## src/rtl/ryuv_pkg.sv

```systemverilog
// Types and constants of the RGB to YCbCr 4:2:0 converter.
`default_nettype none
package ryuv_pkg;

	localparam int MAX_DIMENSION = 4096;
	localparam int CNT_W = $clog2(MAX_DIMENSION);
	localparam int SIZE_W = 13;
	localparam int COMP_W = 8;
	localparam int APB_AW = 3;
	localparam int APB_DW = 32;

	localparam logic [SIZE_W-1:0] WIDTH_RESET = SIZE_W'(640);
	localparam logic [SIZE_W-1:0] HEIGHT_RESET = SIZE_W'(480);

	typedef enum logic {
		REG_FRAME_WIDTH = 1'b0,
		REG_FRAME_HEIGHT = 1'b1
	} reg_index_t;

	typedef enum logic [1:0] {
		KIND_NONE = 2'd0,
		KIND_CB = 2'd1,
		KIND_CR = 2'd2
	} chroma_kind_t;

	// Last column and last row index of the frame, from the size registers.
	typedef struct packed {
		logic [CNT_W-1:0] col_last;
		logic [CNT_W-1:0] row_last;
	} frame_limits_t;

	// What the frame position says about the pixel being accepted.
	typedef struct packed {
		chroma_kind_t kind;
		logic frame_end;
	} pixel_pos_t;

	// Clamp a size register to 1..MAX_DIMENSION and return its last index.
	function automatic logic [CNT_W-1:0] last_index(input logic [SIZE_W-1:0] size);
		logic [CNT_W-1:0] idx;
		if (size == '0) begin
			idx = '0;
		end else if (32'(size) > MAX_DIMENSION) begin
			idx = CNT_W'(MAX_DIMENSION - 1);
		end else begin
			idx = CNT_W'(size - SIZE_W'(1));
		end
		return idx;
	endfunction

endpackage
`default_nettype wire

```

## src/rtl/ryuv_pixel_if.sv

```systemverilog
// Input channel: one RGB888 pixel per item.
`default_nettype none
interface ryuv_pixel_if;
	logic valid;
	logic ready;
	logic [ryuv_pkg::COMP_W-1:0] red;
	logic [ryuv_pkg::COMP_W-1:0] green;
	logic [ryuv_pkg::COMP_W-1:0] blue;

	modport source (output valid, output red, output green, output blue, input ready);
	modport sink (input valid, input red, input green, input blue, output ready);
endinterface
`default_nettype wire

```

## src/rtl/ryuv_result_if.sv

```systemverilog
// Output channel: luma, decimated chroma and frame end per item.
`default_nettype none
interface ryuv_result_if;
	logic valid;
	logic ready;
	logic [7:0] luma;
	logic [7:0] chroma;
	ryuv_pkg::chroma_kind_t chroma_kind;
	logic frame_end;

	modport source (output valid, output luma, output chroma, output chroma_kind,
		output frame_end, input ready);
	modport sink (input valid, input luma, input chroma, input chroma_kind,
		input frame_end, output ready);
endinterface
`default_nettype wire

```

## src/rtl/rgb_to_yuv420_converter_unit.sv

```systemverilog
// Top level of the RGB888 to BT.601 YCbCr 4:2:0 pixel-stream converter.
//
//   channel  dir  handshake        payload
//   pixel    in   valid / ready    red, green, blue (8 bits each)
//   result   out  valid / ready    luma, chroma, chroma_kind, frame_end
//   apb      in   psel / penable   frame_width (addr 0), frame_height (addr 4)
//
// One item per cycle sustained while the result is taken; each item passes the input and result registers.
// The input register feeds the color math, whose output is held in the result register.
// Reset clears the frame counters and both stage valid bits, and loads 640 x 480.
// A stalled result holds in place; the input stage still takes one item if it is empty.
`default_nettype none
module rgb_to_yuv420_converter_unit (
	input  wire logic                        clk,
	input  wire logic                        arst_n,
	input  wire logic                        psel,
	input  wire logic                        penable,
	input  wire logic                        pwrite,
	input  wire logic [ryuv_pkg::APB_AW-1:0] paddr,
	input  wire logic [ryuv_pkg::APB_DW-1:0] pwdata,
	output logic      [ryuv_pkg::APB_DW-1:0] prdata,
	output logic                             pready,
	ryuv_pixel_if.sink                       pixel,
	ryuv_result_if.source                    result
);
	import ryuv_pkg::*;

	frame_limits_t     limits;
	pixel_pos_t        pos;
	logic              take_in;
	logic              adv_s1;
	logic              valid_s1;
	logic [COMP_W-1:0] red_s1;
	logic [COMP_W-1:0] green_s1;
	logic [COMP_W-1:0] blue_s1;
	chroma_kind_t      kind_s1;
	logic              end_s1;
	logic [7:0]        luma_c;
	logic [7:0]        chroma_c;
	logic              valid_s2;
	logic [7:0]        luma_s2;
	logic [7:0]        chroma_s2;
	chroma_kind_t      kind_s2;
	logic              end_s2;

	ryuv_cfg_regs u_cfg (
		.clk     (clk),
		.arst_n  (arst_n),
		.psel    (psel),
		.penable (penable),
		.pwrite  (pwrite),
		.paddr   (paddr),
		.pwdata  (pwdata),
		.prdata  (prdata),
		.pready  (pready),
		.limits  (limits)
	);

	ryuv_frame_pos u_pos (
		.clk     (clk),
		.arst_n  (arst_n),
		.advance (take_in),
		.limits  (limits),
		.pos     (pos)
	);

	ryuv_color_math u_math (
		.red    (red_s1),
		.green  (green_s1),
		.blue   (blue_s1),
		.kind   (kind_s1),
		.luma   (luma_c),
		.chroma (chroma_c)
	);

	assign adv_s1 = valid_s1 && (!valid_s2 || result.ready);
	assign pixel.ready = !valid_s1 || adv_s1;
	assign take_in = pixel.valid && pixel.ready;

	always_ff @(posedge clk or negedge arst_n) begin
		if (!arst_n) begin
			valid_s1 <= 1'b0;
			valid_s2 <= 1'b0;
		end else begin
			if (take_in) begin
				valid_s1 <= 1'b1;
			end else if (adv_s1) begin
				valid_s1 <= 1'b0;
			end
			if (adv_s1) begin
				valid_s2 <= 1'b1;
			end else if (result.ready) begin
				valid_s2 <= 1'b0;
			end
		end
	end

	always_ff @(posedge clk) begin
		if (take_in) begin
			red_s1 <= pixel.red;
			green_s1 <= pixel.green;
			blue_s1 <= pixel.blue;
			kind_s1 <= pos.kind;
			end_s1 <= pos.frame_end;
		end
		if (adv_s1) begin
			luma_s2 <= luma_c;
			chroma_s2 <= chroma_c;
			kind_s2 <= kind_s1;
			end_s2 <= end_s1;
		end
	end

	assign result.valid = valid_s2;
	assign result.luma = luma_s2;
	assign result.chroma = chroma_s2;
	assign result.chroma_kind = kind_s2;
	assign result.frame_end = end_s2;
endmodule
`default_nettype wire

```

## src/rtl/ryuv_cfg_regs.sv

```systemverilog
// APB register file holding the frame width and height.
`default_nettype none
module ryuv_cfg_regs (
	input  wire logic                         clk,
	input  wire logic                         arst_n,
	input  wire logic                         psel,
	input  wire logic                         penable,
	input  wire logic                         pwrite,
	input  wire logic [ryuv_pkg::APB_AW-1:0]  paddr,
	input  wire logic [ryuv_pkg::APB_DW-1:0]  pwdata,
	output logic      [ryuv_pkg::APB_DW-1:0]  prdata,
	output logic                              pready,
	output ryuv_pkg::frame_limits_t           limits
);
	import ryuv_pkg::*;

	logic [SIZE_W-1:0] width_q;
	logic [SIZE_W-1:0] height_q;
	reg_index_t        index;
	logic              wr_en;

	assign pready = 1'b1;
	assign index = reg_index_t'(paddr[2]);
	assign wr_en = psel && penable && pwrite && pready;

	always_ff @(posedge clk or negedge arst_n) begin
		if (!arst_n) begin
			width_q <= WIDTH_RESET;
			height_q <= HEIGHT_RESET;
		end else if (wr_en) begin
			case (index)
				REG_FRAME_WIDTH: width_q <= pwdata[SIZE_W-1:0];
				REG_FRAME_HEIGHT: height_q <= pwdata[SIZE_W-1:0];
				default: ;
			endcase
		end
	end

	always_comb begin
		case (index)
			REG_FRAME_WIDTH: prdata = APB_DW'(width_q);
			REG_FRAME_HEIGHT: prdata = APB_DW'(height_q);
			default: prdata = '0;
		endcase
	end

	assign limits.col_last = last_index(width_q);
	assign limits.row_last = last_index(height_q);
endmodule
`default_nettype wire

```

## src/rtl/ryuv_frame_pos.sv

```systemverilog
// Column and row counters that place each accepted pixel in the frame.
`default_nettype none
module ryuv_frame_pos (
	input  wire logic                    clk,
	input  wire logic                    arst_n,
	input  wire logic                    advance,
	input  wire ryuv_pkg::frame_limits_t limits,
	output ryuv_pkg::pixel_pos_t         pos
);
	import ryuv_pkg::*;

	logic [CNT_W-1:0] col_q;
	logic [CNT_W-1:0] row_q;
	logic             last_col;
	logic             last_row;

	// At or past the last index counts as last, so a shrunk frame wraps at once.
	assign last_col = col_q >= limits.col_last;
	assign last_row = row_q >= limits.row_last;

	always_ff @(posedge clk or negedge arst_n) begin
		if (!arst_n) begin
			col_q <= '0;
			row_q <= '0;
		end else if (advance) begin
			if (last_col) begin
				col_q <= '0;
				row_q <= last_row ? '0 : row_q + CNT_W'(1);
			end else begin
				col_q <= col_q + CNT_W'(1);
			end
		end
	end

	always_comb begin
		if (col_q[0]) begin
			pos.kind = KIND_NONE;
		end else if (row_q[0]) begin
			pos.kind = KIND_CR;
		end else begin
			pos.kind = KIND_CB;
		end
		pos.frame_end = last_col && last_row;
	end
endmodule
`default_nettype wire

```

## src/rtl/ryuv_color_math.sv

```systemverilog
// BT.601 studio-range luma and chroma from one registered RGB pixel.
`default_nettype none
module ryuv_color_math (
	input  wire logic [ryuv_pkg::COMP_W-1:0] red,
	input  wire logic [ryuv_pkg::COMP_W-1:0] green,
	input  wire logic [ryuv_pkg::COMP_W-1:0] blue,
	input  wire ryuv_pkg::chroma_kind_t      kind,
	output logic      [7:0]                  luma,
	output logic      [7:0]                  chroma
);
	import ryuv_pkg::*;

	logic        [16:0] y_sum;
	logic signed [17:0] sr;
	logic signed [17:0] sg;
	logic signed [17:0] sb;
	logic signed [17:0] cb_sum;
	logic signed [17:0] cr_sum;

	assign sr = $signed({10'b0, red});
	assign sg = $signed({10'b0, green});
	assign sb = $signed({10'b0, blue});

	assign y_sum = 17'd66 * {9'b0, red} + 17'd129 * {9'b0, green}
		+ 17'd25 * {9'b0, blue} + 17'd128;
	assign cb_sum = 18'sd112 * sb - 18'sd38 * sr - 18'sd74 * sg + 18'sd128;
	assign cr_sum = 18'sd112 * sr - 18'sd94 * sg - 18'sd18 * sb + 18'sd128;

	// Bits 15:8 give the floor shift modulo 256; the offsets land in range.
	assign luma = y_sum[15:8] + 8'd16;

	always_comb begin
		case (kind)
			KIND_CB: chroma = cb_sum[15:8] + 8'd128;
			KIND_CR: chroma = cr_sum[15:8] + 8'd128;
			default: chroma = 8'd0;
		endcase
	end
endmodule
`default_nettype wire

```

## src/flat_wrapper.sv

```systemverilog
// flat-port wrapper written by rule: the top's interface ports become plain ports
module rgb_to_yuv420_converter_unit_flat import ryuv_pkg::*;
  (clk, arst_n, psel, penable, pwrite, paddr, pwdata, prdata, pready, pixel_valid, pixel_red, pixel_green, pixel_blue, pixel_ready, result_valid, result_luma, result_chroma, result_chroma_kind, result_frame_end, result_ready);
  ryuv_pixel_if pixel_i ();
  ryuv_result_if result_i ();
  input  wire logic clk;
  input  wire logic arst_n;
  input  wire logic psel;
  input  wire logic penable;
  input  wire logic pwrite;
  input  wire logic [ryuv_pkg::APB_AW-1:0] paddr;
  input  wire logic [ryuv_pkg::APB_DW-1:0] pwdata;
  output logic      [ryuv_pkg::APB_DW-1:0] prdata;
  output logic pready;
  input wire logic [$bits(pixel_i.valid)-1:0] pixel_valid;
  input wire logic [$bits(pixel_i.red)-1:0] pixel_red;
  input wire logic [$bits(pixel_i.green)-1:0] pixel_green;
  input wire logic [$bits(pixel_i.blue)-1:0] pixel_blue;
  output wire logic [$bits(pixel_i.ready)-1:0] pixel_ready;
  output wire logic [$bits(result_i.valid)-1:0] result_valid;
  output wire logic [$bits(result_i.luma)-1:0] result_luma;
  output wire logic [$bits(result_i.chroma)-1:0] result_chroma;
  output wire logic [$bits(result_i.chroma_kind)-1:0] result_chroma_kind;
  output wire logic [$bits(result_i.frame_end)-1:0] result_frame_end;
  input wire logic [$bits(result_i.ready)-1:0] result_ready;
  assign pixel_i.valid = pixel_valid;
  assign pixel_i.red = pixel_red;
  assign pixel_i.green = pixel_green;
  assign pixel_i.blue = pixel_blue;
  assign pixel_ready = pixel_i.ready;
  assign result_valid = result_i.valid;
  assign result_luma = result_i.luma;
  assign result_chroma = result_i.chroma;
  assign result_chroma_kind = result_i.chroma_kind;
  assign result_frame_end = result_i.frame_end;
  assign result_i.ready = result_ready;
  rgb_to_yuv420_converter_unit u_core (.clk(clk), .arst_n(arst_n), .psel(psel), .penable(penable), .pwrite(pwrite), .paddr(paddr), .pwdata(pwdata), .prdata(prdata), .pready(pready), .pixel(pixel_i), .result(result_i));
endmodule
```

## config.mk

```make
export PLATFORM = sky130hd
export DESIGN_NAME = rgb_to_yuv420_converter_unit_flat
export DESIGN_NICKNAME = d
export VERILOG_FILES = /design/src/rtl/ryuv_pkg.sv /design/src/rtl/ryuv_pixel_if.sv /design/src/rtl/ryuv_result_if.sv /design/src/rtl/rgb_to_yuv420_converter_unit.sv /design/src/rtl/ryuv_cfg_regs.sv /design/src/rtl/ryuv_frame_pos.sv /design/src/rtl/ryuv_color_math.sv /design/src/flat_wrapper.sv
export SDC_FILE = /design/constraint.sdc
export NUM_CORES = 1
export LEC_CHECK = 0
export BUFFER_PORTS_ARGS = -buffer_cell sky130_fd_sc_hd__buf_2
export CAP_MARGIN = 20
export CORE_UTILIZATION = 44
export DETAILED_ROUTE_END_ITERATION = 8
export PLACE_DENSITY_LB_ADDON = 0.15
export SYNTH_ARGS = -nofsm -noshare
export SYNTH_HDL_FRONTEND = slang
export SYNTH_SLANG_ARGS = --single-unit
```

## constraint.sdc

```tcl
create_clock -name clk -period 5.9 [get_ports clk]
set_input_delay 1.18 -clock clk [delete_from_list [all_inputs] [get_ports clk]]
set_output_delay 1.18 -clock clk [all_outputs]
set_load 0.03 [all_outputs]
```

== Yosys cells after proc, flatten, opt, wreduce, memory -nomap -nowiden ==
Index checks and enable logic that the tools add are counted.
Cells by class
  bitwise logic cells: 1
  mux-type cells: 13
  reduce and logical (&&, ||, !) cells: 16
  eq/ne operators: 2
  $add $sub $neg: 16
  multiply operators: 9
  magnitude comparators: 4
Operators by type and width (number)
  $mux 12: 6
  $pmux 32 s2: 1
  $mul 6x8->14 const A: 3
  $add 16x9->16 const B: 2
  $gt 13x13->1 const B: 2
  $logic_not 13->1: 2
  $mul 5x8->13 const A: 2
  $add 12x1->12 const B: 2
  $ge 12x12->1: 2
  $sub 12x1->12 const B: 2
  $mul 3x8->11 const A: 2
  $add 15x16->16: 1
  $add 16x13->16: 1
  $add 16x8->16 const B: 1
  $add 8x8->8 const B: 2
  $mul 8x8->16 const A: 1
  $pmux 8 s2: 1
  $sub 15x14->16: 1
  $sub 15x15->16: 1
  $sub 16x14->16: 1
  $sub 16x16->16: 1
  $mul 4x8->12 const A: 1
  $add 8x5->8 const B: 1
  $reduce_and 2->1: 3
  other kinds (9): 19
Word-level totals
  input port bits: 66
  output and inout port bits: 54
  logic and storage cells: 76
  bits in registers: 98

== Depth between registers and ports, before layout ==
  word-level depth: 6
  mapped depth: 25
  gate-level depth less buffers: 25

== Cells and area by module ==
Synthesis repeated with hierarchy kept, for this count alone.
Second synthesis, totals
  cell total of the unflattened synthesis: 1263
  area, all modules: 12632.1 µm²
By module, submodules not included
  ryuv_color_math: cells an instance 804, area an instance 7322.0 µm², seq. area each 0.0 µm², times used 1
  ryuv_cfg_regs: cells an instance 210, area an instance 2010.7 µm², seq. area each 658.1 µm², times used 1
  ryuv_frame_pos: cells an instance 195, area an instance 1814.2 µm², seq. area each 600.6 µm², times used 1
  rgb_to_yuv420_converter_unit: cells an instance 54, area an instance 1485.2 µm², seq. area each 1431.4 µm², times used 1

== Worst setup path after synthesis ==
No wires, ideal clock.
  path kind: register -> register
  start point: register u_core.green_s1[2]
  end point: register u_core.chroma_s2[7] (netlist: u_core.result.chroma[7]) (data pin)
  data arrival time: 5558 ps
  buffers on the path: 0
  setup slack: 75 ps
  setup time: 267 ps
  required time: 5633 ps
  stages on the path, launching flop included: 23
  clock period less this slack: 5825 ps
  cells stage by stage: edfxtp_1 -> inv_1 -> fa_1 -> inv_1 -> ha_1 -> fa_1 -> inv_1 -> fa_1 -> nor2b_1 -> o21ai_0 -> a21boi_0 -> o21ai_0 -> a221oi_1 -> xor2_1 -> fa_1 -> inv_1 -> ha_1 -> ha_1 -> nor2b_1 -> a211oi_1 -> o21ai_0 -> xnor2_1 -> o32ai_1
On the way
  longest elaborated chain between the ends: 6
  elaborated cells between the ends (all ways): 10
  classes of those cells: add/sub (7); mul (2); mux (1)
RTL lines
  start: declaration: line rgb_to_yuv420_converter_unit.sv:34  | logic [COMP_W-1:0] green_s1;
  start signal: assignment: line rgb_to_yuv420_converter_unit.sv:101  | green_s1 <= pixel.green;
  $mul 6x8->14: line ryuv_color_math.sv:27  | assign cr_sum = 18'sd112 * sr - 18'sd94 * sg - 18'sd18 * sb + 18'sd128;
  $sub 15x15->16: line ryuv_color_math.sv:27
  $sub 16x14->16: line ryuv_color_math.sv:27
  $add 16x9->16: line ryuv_color_math.sv:27
  $add 8x8->8: line ryuv_color_math.sv:35  | KIND_CR: chroma = cr_sum[15:8] + 8'd128;
  $pmux 8 s2 *: line ryuv_color_math.sv:33  | case (kind)
  named net u_core.chroma_c[7]: line rgb_to_yuv420_converter_unit.sv:39  | logic [7:0] chroma_c;
  end signal: assignment: line rgb_to_yuv420_converter_unit.sv:108  | chroma_s2 <= chroma_c;
  end: declaration: line rgb_to_yuv420_converter_unit.sv:42  | logic [7:0] chroma_s2;
The timed path passes the listed nets; every way through them passes the cells marked *.
A chain may end at the register's enable or synchronous reset.

== Final worst setup path ==
  start point: register u_core.red_s1[1]
  end point: register u_core.luma_s2[6] (netlist: u_core.result.luma[6]) (data pin)
On the way
  longest elaborated chain between the ends: 5
RTL lines
  start: declaration: line rgb_to_yuv420_converter_unit.sv:33  | logic [COMP_W-1:0] red_s1;
  start signal: assignment: line rgb_to_yuv420_converter_unit.sv:100  | red_s1 <= pixel.red;
  $mul 6x8->14: line ryuv_color_math.sv:24  | assign y_sum = 17'd66 * {9'b0, red} + 17'd129 * {9'b0, green}
  $add 15x16->16: line ryuv_color_math.sv:24
  $add 16x13->16: line ryuv_color_math.sv:25  | + 17'd25 * {9'b0, blue} + 17'd128;
  $add 16x8->16: line ryuv_color_math.sv:25
  $add 8x5->8: line ryuv_color_math.sv:30  | assign luma = y_sum[15:8] + 8'd16;
  named net u_core.luma_c[6]: line rgb_to_yuv420_converter_unit.sv:38  | logic [7:0] luma_c;
  end signal: assignment: line rgb_to_yuv420_converter_unit.sv:107  | luma_s2 <= luma_c;
  end: declaration: line rgb_to_yuv420_converter_unit.sv:41  | logic [7:0] luma_s2;
The timed path passes the listed nets, and every way through them passes these cells.

==> impl_summary.log <==
INFO  metric run_status = finished, final reports clean
INFO  metric die-height = 168 um
INFO  metric number_of_antenna_diodes = 0
INFO  metric syn_to_final_growth = 12.8%
INFO  metric layout.cells.most_common = ha_1
INFO  metric drt_iter0_markers = 349
INFO  metric hold_violations = 0
INFO  metric timing.critical_path.slowest_cell_delay = 520 ps
INFO  metric timing.setup.tns = 0 ps
INFO  metric timing.final.ws_setup = 229 ps
INFO  metric layout.cells.most_common_list = ha_1, inv_1, fa_1
INFO  metric grt_start_max_net_pins = 53
INFO  metric place_worst_setup_slack = -191 ps
INFO  metric critical-path-top-cell-by-count = inv_1
INFO  metric layoutNonFillerInstCount = 1687
INFO  metric clk_path_buf_depth = 2
INFO  metric holdBufCountCts = 0
INFO  metric worstPathCellList = ha_4 -> ha_4 -> ha_4 -> inv_1 -> fa_2 -> xnor2_2 -> ha_1 -> inv_1 -> fa_1 -> inv_1 -> fa_1 -> inv_1 -> fa_1 -> inv_1 -> ha_4 -> ha_4 -> buf_4 -> nor3_1 -> a211oi_1 -> o311a_1 -> inv_1 -> ha_1 -> xor2_1 -> xnor2_1
INFO  metric synthesis.area_per_instance = 10.0 um2
INFO  metric clock_insertion_delay_worst_skew = 380 ps
INFO  metric drt-pass1-iter-count = 5
INFO  metric worst_path_dominant_cell_family = adder cells
INFO  metric min_cycle_time_layout = 5670 ps
INFO  metric dp.final_hpwl = 22200 um
INFO  metric finClkSkew = 11.6 ps
INFO  metric numClockSinks = 98
INFO  metric startpoint_type = flop
INFO  metric total_power = 7360 uW
INFO  metric vias = 8770
INFO  metric clk_pin_slew_worst_paths = 80 ps
INFO  metric powerDensity = 536 mW/mm2
INFO  metric io_pins = 120
INFO  metric routed_via_density = 5.20
INFO  metric area_of_the_mapped_netlist = 0.0122 mm2
INFO  metric core_area = 0.0270 mm2
INFO  metric power.static_leakage = 0.00688 uW
INFO  metric place_congestion = 0.812
INFO  metric fp.dieArea = 0.0283 mm2
INFO  metric yosys_register_bits = 98
INFO  metric grt_first_pass_wirelength = 45200 um
INFO  metric crit_path_max_fanout = 4
INFO  metric buffer_ports.inserted = 78
INFO  metric critical_path_buf_inv_count = 7
INFO  metric detail_route.wl_per_cell = 16.1 um
INFO  metric worst_ir_drop_vdd = 0.465 mV
INFO  metric rows = 60
INFO  metric worst_hold_startpoint = u_core.end_s1$_DFFE_PP_
INFO  metric timing.critical_path.to_type = flop
INFO  metric chipWidth = 168 um
INFO  metric cts_made_buffers = 9
INFO  metric critPathKind = reg -> reg
INFO  metric timing.final.setup_violations = 0
INFO  metric initial_utilization = 45.0%
INFO  metric synthArstFlopShare = 53.1%
INFO  metric tightestPinTransition = 850 ps
INFO  metric worstHoldPathType = reg -> reg
INFO  metric fin_hold_ws = 465 ps
INFO  metric critical_path_data_arrival_time = 5790 ps
INFO  metric remaining_drc_errors = 0
INFO  metric detail-route-antenna-nets = 0
INFO  metric place.detailed.instances = 1666
INFO  metric clock_tree.root_cell = clkbuf_16
INFO  metric max_freq = 176 MHz
INFO  metric cts_tree = built
INFO  metric final_cycle_utilization_of_the_critical_path = 96.1%
INFO  metric yosys_warnings = 0
INFO  metric timing.slew.headroom = 43.1%
INFO  metric final_net_count = 1749
INFO  metric max_cap_violations = 0
INFO  metric grt_antenna_before_repair = 1
INFO  metric finalMaxSlewViolations = 0
INFO  metric first_global_vias = 9025
INFO  metric timing.rr.start = u_core.red_s1[1]$_DFFE_PP_
INFO  metric groute.usage.overall = 20.5%
INFO  metric h-tree-depth = 3
INFO  metric layout-drive-gt1-share = 16.8%
INFO  metric synthFlopType = edfxtp_1
INFO  metric synthCells = 1216
INFO  metric worst-r2r-setup-slack = 230 ps
INFO  metric post_synth_edffs = 46
INFO  metric cp-startpoint = u_core.red_s1[1]$_DFFE_PP_
INFO  metric seq_area_frac_synth = 22.1%
INFO  metric crit_slowest_cell = edfxtp_1
INFO  metric count_of_distinct_cell_types_in_the_synthesized_netlist = 63
INFO  metric global_route.overflow_total = 0
INFO  metric finalWirelength = 27100 um
INFO  metric critPathRequiredTime = 6020 ps
-- kinds of logic after synthesis --
family                     share of synthesized area [%]
adders and majority gates                           40.5
AOI/OAI and AO/OA                                   10.6
DFF                                                 22.1
xor gates and xnor gates                            6.33
and+or+nand+nor                                     8.84
muxes                                               3.67
other                                             0.0617
buffers and inverters                               7.84
-- path summary, 6_finish.rpt --
path | endpoint | cells after the start
min in group asynchronous | u_core.u_pos.row_q[10]$_DFFE_PN0P_ | 2
setup / recovery | u_core.result.luma[6]$_DFFE_PP_ | 24
hold reg to reg | u_core.result.frame_end$_DFFE_PP_ | 0
setup reg to reg | u_core.result.luma[6]$_DFFE_PP_ | 24
hold / removal | u_core.result.frame_end$_DFFE_PP_ | 0
max in group asynchronous | u_core.u_pos.col_q[5]$_DFFE_PN0P_ | 2
-- metrics by stage --
| step | utilization (%) | instance area [um2] |
|---|---|---|
| floorplan | - | 12200 |
| global placement | 48.8 | 13200 |
| detailed placement | 48.8 | 13200 |
| CTS | 49.9 | 13500 |
| global route | 50.8 | 13700 |
| finish | 50.8 | 13700 |
-- where the power goes --
| group | total (uW) | switching (uW) | internal, uW |
|---|---|---|---|
| combinational | 5690 | 3030 | 2660 |
| clock | 586 | 292 | 294 |
| sequential | 1080 | 126 | 953 |
-- routing by layer --
layer / part of all wire, % / track usage [%] / routed length [um] / vias up
met2: 49 / 35.5 / 13400 / 134
li1: - / - / - / 4389
met3: 3.5 / 2.84 / 942 / 24
met4: 2.0 / 6.25 / 540 / 0
met1: 45 / 26.5 / 12300 / 4223
met5: 0 / 0 / 0 / -
-- timing repair --
item | in CTS | in global routing
gates resized for setup | 5 | 35
setup buffers | 1 | 3
endpoints found under the setup margin | 3 | 8
pin swaps | 1 | 15
-- cell type report --
class	count	area [um2]
clock inverters	7	57.6
flip-flops and latches	98	2690
inverters	201	754
clock buffers	9	225
well taps	341	427
fillers	2552	13300
multi-input cells	904	8810
repair buffers	127	766
-- sequential cells by signal, indices dropped and copies added (netlist names), 8 cells and up --
| name | flops |
|---|---|
| u_core.blue_s1 | 8 |
| u_core.red_s1 | 8 |
| u_core.green_s1 | 8 |
| u_core.result.chroma | 8 |
| u_core.u_cfg.width_q | 13 |
| u_core.u_pos.row_q | 12 |
| u_core.u_cfg.height_q | 13 |
| u_core.result.luma | 8 |
| u_core.u_pos.col_q | 12 |
-- Yosys cell counts, types with 4 or more instances --
library cell | count | area (um2)
and2_1 | 4 | 25.0
and3_1 | 9 | 56.3
nand2_1 | 42 | 158
o21a_1 | 8 | 60.1
edfxtp_1 | 46 | 1380
ha_1 | 255 | 3190
clkbuf_1 | 9 | 33.8
or2_2 | 4 | 25.0
xnor2_1 | 58 | 508
o2bb2ai_1 | 6 | 52.6
a21boi_0 | 4 | 30.0
buf_4 | 20 | 150
fa_1 | 87 | 1740
a31oi_1 | 7 | 43.8
dfrtp_1 | 46 | 1150
nand2b_1 | 23 | 144
nor2_1 | 42 | 158
o31ai_1 | 5 | 37.5
or3_1 | 6 | 37.5
o21bai_1 | 6 | 45.0
mux2_2 | 37 | 417
o21ai_1 | 4 | 20.0
nor4_1 | 5 | 31.3
dfstp_2 | 6 | 158
nand3_1 | 19 | 95.1
a21oi_1 | 62 | 310
a211oi_1 | 6 | 45.0
o22ai_1 | 9 | 56.3
or4_1 | 4 | 30.0
o21ai_0 | 46 | 230
a21o_1 | 21 | 158
nor3_1 | 16 | 80.1
inv_1 | 201 | 754
nand4_1 | 9 | 56.3
nor2b_1 | 12 | 75.1
xor2_1 | 30 | 263
No activity file was read; power rests on OpenSTA's default activity.
